$ cat src/hdl/dps_pkg.sv
// Shared types and codes of the dynamic priority scheduler.
package dps_pkg;

    localparam logic OP_ADMIT = 1'b0;
    localparam logic OP_RUN   = 1'b1;

    localparam logic [1:0] ST_ADMITTED = 2'd0;
    localparam logic [1:0] ST_FULL     = 2'd1;
    localparam logic [1:0] ST_RAN      = 2'd2;
    localparam logic [1:0] ST_EMPTY    = 2'd3;

    localparam logic signed [15:0] PRIO_MIN = 16'sh8000;

    typedef struct packed {
        logic               operation;
        logic        [7:0]  process_id;
        logic signed [15:0] priority_req;
        logic        [15:0] run_time;
    } t_sched_in;

    typedef struct packed {
        logic        [1:0]  status;
        logic        [7:0]  ran_process_id;
        logic signed [15:0] new_priority;
        logic        [15:0] remaining_time;
        logic               finished;
        logic        [3:0]  waiting_count;
    } t_sched_out;

    typedef struct packed {
        logic        [7:0]  pid;
        logic signed [15:0] prio;
        logic        [15:0] slices;
    } t_slot;

endpackage

$ cat src/hdl/dynamic_priority_scheduler.sv
// Top level: highest priority first scheduler with aging, insertion sequencer.
//
//  channel   ports                     handshake
//  command   start, i_cmd, busy        taken when start && !busy
//  result    o_done, o_result          valid for the one cycle o_done is high
//
// A table-full admit or an empty-table run answers in the cycle after start.
// An admit steps past entries from the tail, moving each one place toward the tail,
// until it meets a strictly higher entry or reaches the head, then writes itself.
// A run reads and ages the head entry and answers if it finishes; otherwise the aged
// entry is put back into the table the way an admit would be.
// The table memory (one write port, one registered read port) and its one
// comparator make the sequencer step through the entries one at a time.
// Synchronous reset empties the table; slot contents are left as they are.
// The receiver cannot stall: each result appears once, for one cycle.
module dynamic_priority_scheduler #(
    parameter int DEPTH = 8
) (
    input  logic                 i_clk,
    input  logic                 i_rst_n,
    input  logic                 start,
    input  dps_pkg::t_sched_in   i_cmd,
    output logic                 busy,
    output logic                 o_done,
    output dps_pkg::t_sched_out  o_result
);
    import dps_pkg::*;

    localparam int IW = (DEPTH > 1) ? $clog2(DEPTH) : 1;
    localparam int CW = $clog2(DEPTH + 1);
    localparam logic [IW:0]   DEPTH_W = (IW + 1)'(DEPTH);
    localparam logic [CW-1:0] DEPTH_C = CW'(DEPTH);

    localparam logic [1:0] S_IDLE    = 2'd0;
    localparam logic [1:0] S_INS_RD  = 2'd1;
    localparam logic [1:0] S_INS_CMP = 2'd2;
    localparam logic [1:0] S_RUN_EX  = 2'd3;

    logic [1:0]    r_state, n_state;
    logic [CW-1:0] r_occ,   n_occ;
    logic [IW-1:0] r_head,  n_head;
    logic [IW-1:0] r_pos,   n_pos;
    t_slot         r_new,   n_new;
    logic          r_done,  n_done;
    t_sched_out    r_res,   n_res;

    logic          ram_we;
    logic [IW-1:0] ram_waddr;
    t_slot         ram_wdata;
    logic [IW-1:0] ram_raddr;
    t_slot         ram_q;

    logic signed [15:0] aged_prio;
    logic        [15:0] aged_slices;

    // Map a place in the sorted order to a slot, counting from the head.
    function automatic logic [IW-1:0] phys(input logic [IW-1:0] head,
                                           input logic [IW-1:0] rank);
        logic [IW:0] sum;
        sum = {1'b0, head} + {1'b0, rank};
        if (sum >= DEPTH_W) begin
            sum = sum - DEPTH_W;
        end
        return sum[IW-1:0];
    endfunction

    function automatic logic [3:0] count4(input logic [CW-1:0] cnt);
        logic [CW+3:0] ext;
        ext = {4'b0000, cnt};
        return ext[3:0];
    endfunction

    dps_slot_ram #(.DEPTH(DEPTH)) u_ram (
        .i_clk   (i_clk),
        .i_we    (ram_we),
        .i_waddr (ram_waddr),
        .i_wdata (ram_wdata),
        .i_raddr (ram_raddr),
        .o_rdata (ram_q)
    );

    assign aged_prio   = (ram_q.prio == PRIO_MIN) ? ram_q.prio : ram_q.prio - 16'sd1;
    assign aged_slices = (ram_q.slices == 16'd0) ? 16'd0 : ram_q.slices - 16'd1;

    always_comb begin
        n_state   = r_state;
        n_occ     = r_occ;
        n_head    = r_head;
        n_pos     = r_pos;
        n_new     = r_new;
        n_done    = 1'b0;
        n_res     = r_res;
        ram_we    = 1'b0;
        ram_waddr = phys(r_head, r_pos);
        ram_wdata = r_new;
        ram_raddr = (r_state == S_IDLE) ? r_head : phys(r_head, r_pos - IW'(1));

        unique case (r_state)
            S_IDLE: begin
                if (start) begin
                    n_res = '0;
                    if (i_cmd.operation == OP_ADMIT) begin
                        if (r_occ == DEPTH_C) begin
                            n_res.status        = ST_FULL;
                            n_res.waiting_count = count4(r_occ);
                            n_done              = 1'b1;
                        end else begin
                            n_res.status = ST_ADMITTED;
                            n_new.pid    = i_cmd.process_id;
                            n_new.prio   = i_cmd.priority_req;
                            n_new.slices = i_cmd.run_time;
                            n_pos        = r_occ[IW-1:0];
                            n_state      = S_INS_RD;
                        end
                    end else if (r_occ == '0) begin
                        n_res.status        = ST_EMPTY;
                        n_res.waiting_count = count4(r_occ);
                        n_done              = 1'b1;
                    end else begin
                        // head read issued this cycle
                        n_state = S_RUN_EX;
                    end
                end
            end
            S_RUN_EX: begin
                n_res.status         = ST_RAN;
                n_res.ran_process_id = ram_q.pid;
                n_res.new_priority   = aged_prio;
                n_res.remaining_time = aged_slices;
                n_res.finished       = (aged_slices == 16'd0);
                n_head = (r_head == IW'(DEPTH - 1)) ? '0 : r_head + IW'(1);
                n_occ  = r_occ - CW'(1);
                if (aged_slices == 16'd0) begin
                    n_res.waiting_count = count4(n_occ);
                    n_done              = 1'b1;
                    n_state             = S_IDLE;
                end else begin
                    n_new.pid    = ram_q.pid;
                    n_new.prio   = aged_prio;
                    n_new.slices = aged_slices;
                    n_pos        = n_occ[IW-1:0];
                    n_state      = S_INS_RD;
                end
            end
            S_INS_RD: begin
                if (r_pos == '0) begin
                    ram_we              = 1'b1;
                    n_occ               = r_occ + CW'(1);
                    n_res.waiting_count = count4(n_occ);
                    n_done              = 1'b1;
                    n_state             = S_IDLE;
                end else begin
                    n_state = S_INS_CMP;
                end
            end
            S_INS_CMP: begin
                ram_we = 1'b1;
                if (ram_q.prio > r_new.prio) begin
                    // stop behind the first strictly higher entry
                    n_occ               = r_occ + CW'(1);
                    n_res.waiting_count = count4(n_occ);
                    n_done              = 1'b1;
                    n_state             = S_IDLE;
                end else begin
                    // move that entry one place toward the tail
                    ram_wdata = ram_q;
                    n_pos     = r_pos - IW'(1);
                    n_state   = S_INS_RD;
                end
            end
            default: begin
                n_state = S_IDLE;
            end
        endcase
    end

    always_ff @(posedge i_clk) begin
        if (!i_rst_n) begin
            r_state <= S_IDLE;
            r_occ   <= '0;
            r_head  <= '0;
            r_done  <= 1'b0;
        end else begin
            r_state <= n_state;
            r_occ   <= n_occ;
            r_head  <= n_head;
            r_done  <= n_done;
        end
    end

    always_ff @(posedge i_clk) begin
        r_pos <= n_pos;
        r_new <= n_new;
        r_res <= n_res;
    end

    assign busy     = (r_state != S_IDLE);
    assign o_done   = r_done;
    assign o_result = r_res;

endmodule

$ cat src/hdl/dps_slot_ram.sv
// Ready table storage: one write port, one registered read port.
module dps_slot_ram #(
    parameter int DEPTH = 8
) (
    input  logic                       i_clk,
    input  logic                       i_we,
    input  logic [$clog2(DEPTH)-1:0]   i_waddr,
    input  dps_pkg::t_slot             i_wdata,
    input  logic [$clog2(DEPTH)-1:0]   i_raddr,
    output dps_pkg::t_slot             o_rdata
);
    import dps_pkg::*;

    t_slot r_mem [DEPTH];
    t_slot r_rdata;

    always_ff @(posedge i_clk) begin
        if (i_we) begin
            r_mem[i_waddr] <= i_wdata;
        end
    end

    always_ff @(posedge i_clk) begin
        r_rdata <= r_mem[i_raddr];
    end

    assign o_rdata = r_rdata;

endmodule

$ cat config.mk
export PLATFORM = sky130hd
export DESIGN_NAME = dynamic_priority_scheduler
export DESIGN_NICKNAME = d
export VERILOG_FILES = /design/src/hdl/dps_pkg.sv /design/src/hdl/dynamic_priority_scheduler.sv /design/src/hdl/dps_slot_ram.sv
export SDC_FILE = /design/constraint.sdc
export NUM_CORES = 1
export LEC_CHECK = 0
export BUFFER_PORTS_ARGS = -buffer_cell sky130_fd_sc_hd__buf_4
export CAP_MARGIN = 0
export CORE_MARGIN = 1
export CORE_UTILIZATION = 50
export CTS_CLUSTER_DIAMETER = 150
export CTS_CLUSTER_SIZE = 12
export DETAILED_ROUTE_END_ITERATION = 16
export HOLD_SLACK_MARGIN = 0.02
export PLACE_DENSITY_LB_ADDON = 0.05
export SLEW_MARGIN = 30
export SYNTH_ARGS = -nofsm -noshare
export SYNTH_HDL_FRONTEND = slang
export SYNTH_SLANG_ARGS = --single-unit
$ cat constraint.sdc
create_clock -name i_clk -period 4.4 [get_ports i_clk]
set_input_delay 0.22 -clock i_clk [delete_from_list [all_inputs] [get_ports i_clk]]
set_output_delay 0.22 -clock i_clk [all_outputs]
set_load 0.1 [all_outputs]
After elaboration in Yosys (flattened, before gate mapping)
Memories as Yosys holds them, arrays and structs flattened. A register that Yosys moved wholly into a read port is not among the register bits.
Cells that the tools add are included.
{"block": "totals", "reg_bits": 100, "ramBits": 320, "inputBits": 44, "wordCells": 110, "memories": 1}
{"name": "u_ram.r_mem", "words": 8, "width": 40, "rd": 1, "rd_clocked_by_memory_dff": 1, "wr": 1, "line": "dps_slot_ram.sv:14", "rtl": "t_slot r_mem [DEPTH];"}
{"block": "classes", "addsub": 10, "magnitude_cmp": 3, "eq_ne": 16, "mux": 51, "n_reduce_logical": 15}
{"cell": "2-to-1 mux 40 bit", "n": 6}
{"cell": "one-hot mux 43 bit (2 select lines)", "n": 1}
{"cell": "one-hot mux 40 bit (2 select lines)", "n": 1}
{"cell": "2-to-1 mux 47 bit", "n": 1}
{"cell": "zero test 16 bit", "n": 2}
{"cell": "2-to-1 mux 16 bit", "n": 2}
{"cell": "2-to-1 mux 3 bit", "n": 9}
{"cell": "2-to-1 mux 4 bit", "n": 6}
{"cell": "equality test 16 bit (second input constant)", "n": 1}
{"cell": "greater-than comparator 16 bit", "n": 1}
{"cell": "!= test 2 bit (second input constant)", "n": 8}
{"cell": "one-hot mux 4 bit (4 select lines)", "n": 1}
{"cell": "subtractor 16 x 1 -> 16 bit (second input constant)", "n": 1}
{"cell": "subtractor 16 x 2 -> 16 bit (second input constant)", "n": 1}
{"cell": "2-to-1 mux 2 bit", "n": 7}
{"cell": "2-to-1 mux 1 bit", "n": 12}
{"cell": "one-hot mux 4 bit (3 select lines)", "n": 1}
{"cell": "one-hot mux 3 bit (3 select lines)", "n": 1}
{"cell": "subtractor 3 x 1 -> 3 bit (second input constant)", "n": 3}
{"cell": "adder 3 x 3 -> 4 bit", "n": 2}
{"cell": ">= comparator 4 bit (second input constant)", "n": 2}
{"cell": "one-hot mux 2 bit (4 select lines)", "n": 1}
{"cell": "!= test 3 bit (second input constant)", "n": 2}
{"cell": "AND reduction 3 bit", "n": 2}
{"cell": "other kinds (18)", "n": 21}

Depth between registers and ports, before layout
{"block": "depth", "depth_word": 5, "ltp_mapped": 12, "mapped_depth_nobuf": 10}

Hierarchy
Synthesis repeated with hierarchy kept, for this count alone.
{"block": "unflattened", "hier_cells": 1076, "hier_area_um2": 19442.4}
{"mod": "dps_slot_ram", "n_inst": 1, "cells_each": 515, "area_per_inst_um2": 13171.4, "seq_area_each_um2": 10410.0}
{"mod": "dynamic_priority_scheduler", "n_inst": 1, "cells_each": 561, "area_per_inst_um2": 6271.0, "seq_area_each_um2": 2902.8}

Worst setup path after synthesis
Ideal clock, no wire load.
{"block": "synth_path", "kind": "register to register", "start": "reg r_pos[0]", "end": "mem u_ram.r_mem[5][0] (netlist bit) (enable)", "setup_time_ns": 0.487, "arrival_time_ns": 4.160, "path_slack_ns": -0.247, "path_stages_with_launch": 6, "period_less_slack_ns": 4.647, "path_cell_list": "edfxtp_1 ha_1 fa_1 xnor2_1 xor2_1 nor3_1"}
{"block": "synth_between", "elab_chain_len": 5, "word_cells_on_any_way": 9, "classes_between": "add/sub: 2; order compare: 1; mux: 5; reduce/logical: 1"}
{"element": "start: declaration", "line": "dynamic_priority_scheduler.sv:42", "rtl": "logic [IW-1:0] r_pos, n_pos;"}
{"element": "start signal: assignment", "line": "dynamic_priority_scheduler.sv:192", "rtl": "r_pos <= n_pos;"}
{"element": "parallel branches: the longest is 5 deep, another holds adder 3 x 3 -> 4 bit"}
{"element": "end: declaration", "line": "dps_slot_ram.sv:14"}
Parallel ways; which one is timed is not known.

==> flow_summary.yaml <==
synthesis:
  yosysTopAreaCellShare: 0.646
  syn_inst: 1423
  synth_area_sq_um: 19100
  synth_seq_cells: 460
  synth.avg_cell_area_sq_um: 13.4
  synth_common_cells: "edfxtp_1 (410), nand2_1 (277), nand3_1 (89)"
  synth.top_cells.by_area: "edfxtp_1 (65%), nand2_1 (5.5%), dfxtp_1 (5.3%), mux2i_1 (2.5%), nand3_1 (2.3%)"
  syn_nets: 1500
  synthArstFlopShare: 0
  ys_seq_area_frac: 0.699
  synth_warnings: 0
  synth_cell_types: 66
  synthFlopType: "edfxtp_1"
  synth_edf_count: 410
  synth_top_area_cell: "edfxtp_1"
  synthMostInstantiatedCell: "edfxtp_1"
worst_hold_path:
  hp-class: "in2reg"
  hp-start: "i_cmd[25]"
route:
  drc: 0
  vias: 11808
  drt-initial-drc-count: 871
  routed-wl-met3_microns: 2300
  routedWlPerCell_microns: 22.2
  wirelength_microns: 46300
  antenna_left: 0
  vias_per_cell: 5.65
  dr.pass1.iters: 5
  drt-met1-wl_microns: 21200
  routed.top_layer: "met4"
  wl_met2_microns: 21900
grt:
  antenna_found_initial: 0
  grt.overflow.total: 0
  grt_start_max_net_pins: 94
  grt_first_pass_wirelength_microns: 69700
  grt_pass1_vias: 11499
  track_usage: 0.243
setup_path:
  regToRegStartpoint: "r_new[31]"
  startpoint: "r_new[31]"
  slowest_stage: "a211oi_1"
  worstPathRequired_ns: 4.69
  crit_path_cell_trace: "inv_1, ha_1, and3_1, nand3_1, a211oi_1, o211ai_1, nand3_2, buf_4, mux2_2"
  crit_family: "simple AND/OR/NAND/NOR gates"
  worst_setup_path_end_kind: "flop"
  reg2reg_setup_slack_ns: 1.00
  cp_slowest_stage_delay_ns: 0.47
  worst-path-buf-inv: 2
  cp-start-kind: "flop"
  critPathArrivalTime_ns: 3.69
  path_class: "reg2reg"
  path_max_fanout: 16
clock_network:
  htreeDepth: 2
  clk_latency_ns: 0.57
  cts_root_buf: "clkbuf_16"
  post_cts_resized: 0
  cts_sinks: 460
  cts_tree: "built"
  clockBufferDepth: 3
  cts_setup_buffers: 0
  numCtsBuffers: 44
  clk_pin_slew_ns: 0.06
final_layout:
  instances_no_fill: 2089
  final_area_sq_um: 22100
  syn_to_final_growth_pct: 16.3
  final_util: 0.589
  final_nets: 1626
  drive_above_1_share: 0.149
  antenna_cells: 0
floorplanning:
  initial_utilization: 0.507
  ios: 93
  num_rows: 71
  coreArea_sq_um: 37600
  die_height_microns: 197
  die_area_sq_um: 38900
  die_x_microns: 197
pwr:
  p_leak_nw: 7.84
  combPwrFrac: 0.386
  total_power_w: 0.0156
  ir_drop_mv: 0.631
  p_sw_frac: 0.395
  p_sw_w: 0.00615
  p_seq_frac: 0.395
  power.density_nw_per_um2: 704
  p_int_w: 0.00943
  p_clk_frac: 0.219
timing:
  rsz0062_at_grt: "no"
  slew_violations: 0
  finalSetupViolCount: 0
  clock_skew_ns: 0.0194
  fin_crit_sh: 0.773
  tightest_slew_ns: 0.945
  relSlewSlack: 0.368
  fmax_mhz: 294
  whs_ns: 0.0276
  min_period_ns: 3.40
  hold_viol_final: 0
placement:
  routabilityCongestion: 0.835
  dp.cells: 1979
  placement.io_buffers: 92
  placed_area_sq_um: 20600
  hpwl_microns: 25300
outcome:
  status: "finished clean"
job:
  max-cap-violations: 0
## power by group through the flow
| stage | sequential [W] | clock, W | combinational (W) |
|---|---|---|---|
| CTS | 0.00614 | 0.00349 | 0.00603 |
| global placement | 0.00622 | 0 | 0.00594 |
| global route | 0.00621 | 0.00364 | 0.00648 |
| detailed placement | 0.00622 | 0 | 0.00597 |
| floorplan | 0.00700 | 0 | 0.00334 |
| finish | 0.00615 | 0.00342 | 0.00601 |
## state kept, by name (all words and copies together), names as in the netlist, 2 cells and up
register and cells:
r_head 3, r_state 2, u_ram.r_mem 320, u_ram.o_rdata 40, r_pos 3, r_new 40, o_result 47, r_occ 4
## per-stage QoR
step	TNS (ns)	worst slack, ns
floorplan	-38.76	-0.247
global placement	0	1.14
detailed placement	0	1.08
CTS	0	1.04
global route	0	0.783
finish	0	1.00
## worst register-to-register path, cell delays in order, from the launching register on
cell,delay (ns)
edfxtp_1,0.35
inv_1,0.05
ha_1,0.40
and3_1,0.24
nand3_1,0.17
a211oi_1,0.48
o211ai_1,0.23
nand3_2,0.38
buf_4,0.37
mux2_2,0.46
## cell usage in the layout, fill, tap and decap left out, drive strengths merged, types with 6 or more instances in the layout
master	count
and3	43
o211ai	6
inv	39
and2	11
nand2	277
o21ai	13
ha	31
nor2b	9
a21o	31
nor3	13
a21oi	26
nand3	89
edfxtp	410
a32oi	40
mux2i	48
clkbuf	72
nand4	8
mux2	39
xor2	15
buf	118
xnor2	17
dlygate4sd3	35
nor2	64
dfxtp	50
## final timing paths
check,endpoint,cells past startpoint
max,u_ram.r_mem[6][10],9
min,r_new[25],3
max reg2reg,u_ram.r_mem[6][10],9
min reg2reg,o_result[39],1
## final cells by class
| type | instances | area [sq um] |
|---|---|---|
| Fill cell | 3062 | 15400 |
| Sequential cell | 460 | 13300 |
| Multi-Input combinational cell | 853 | 5460 |
| Timing Repair Buffer | 153 | 1360 |
| Clock buffer | 72 | 1210 |
| Tap cell | 511 | 639 |
| Inverter | 37 | 139 |
| Clock inverter | 3 | 33.8 |
## metal layers
metal,global-route usage,vias up
li1,-,5493
met1,0.346,5930
met2,0.391,319
met3,0.0370,66
met4,0.0655,0
met5,0,-
## cells by family (layout without fill, tap and decap cells)
| family | Yosys count | count (layout) | share of synthesized area |
|---|---|---|---|
| compound gates | 153 | 153 | 0.0613 |
| xor+xnor | 33 | 33 | 0.0160 |
| fa+ha+maj | 33 | 33 | 0.0225 |
| buf+inv | 110 | 265 | 0.0229 |
| flops | 460 | 460 | 0.699 |
| mux | 87 | 87 | 0.0483 |
| simple gates | 547 | 547 | 0.130 |
## repair_timing
item,4_1_cts,5_1_grt
hold buffers,35,0
setup endpoints to repair,0,0
hold endpoints to repair,44,0
No activity file was read; power rests on OpenSTA's default activity.
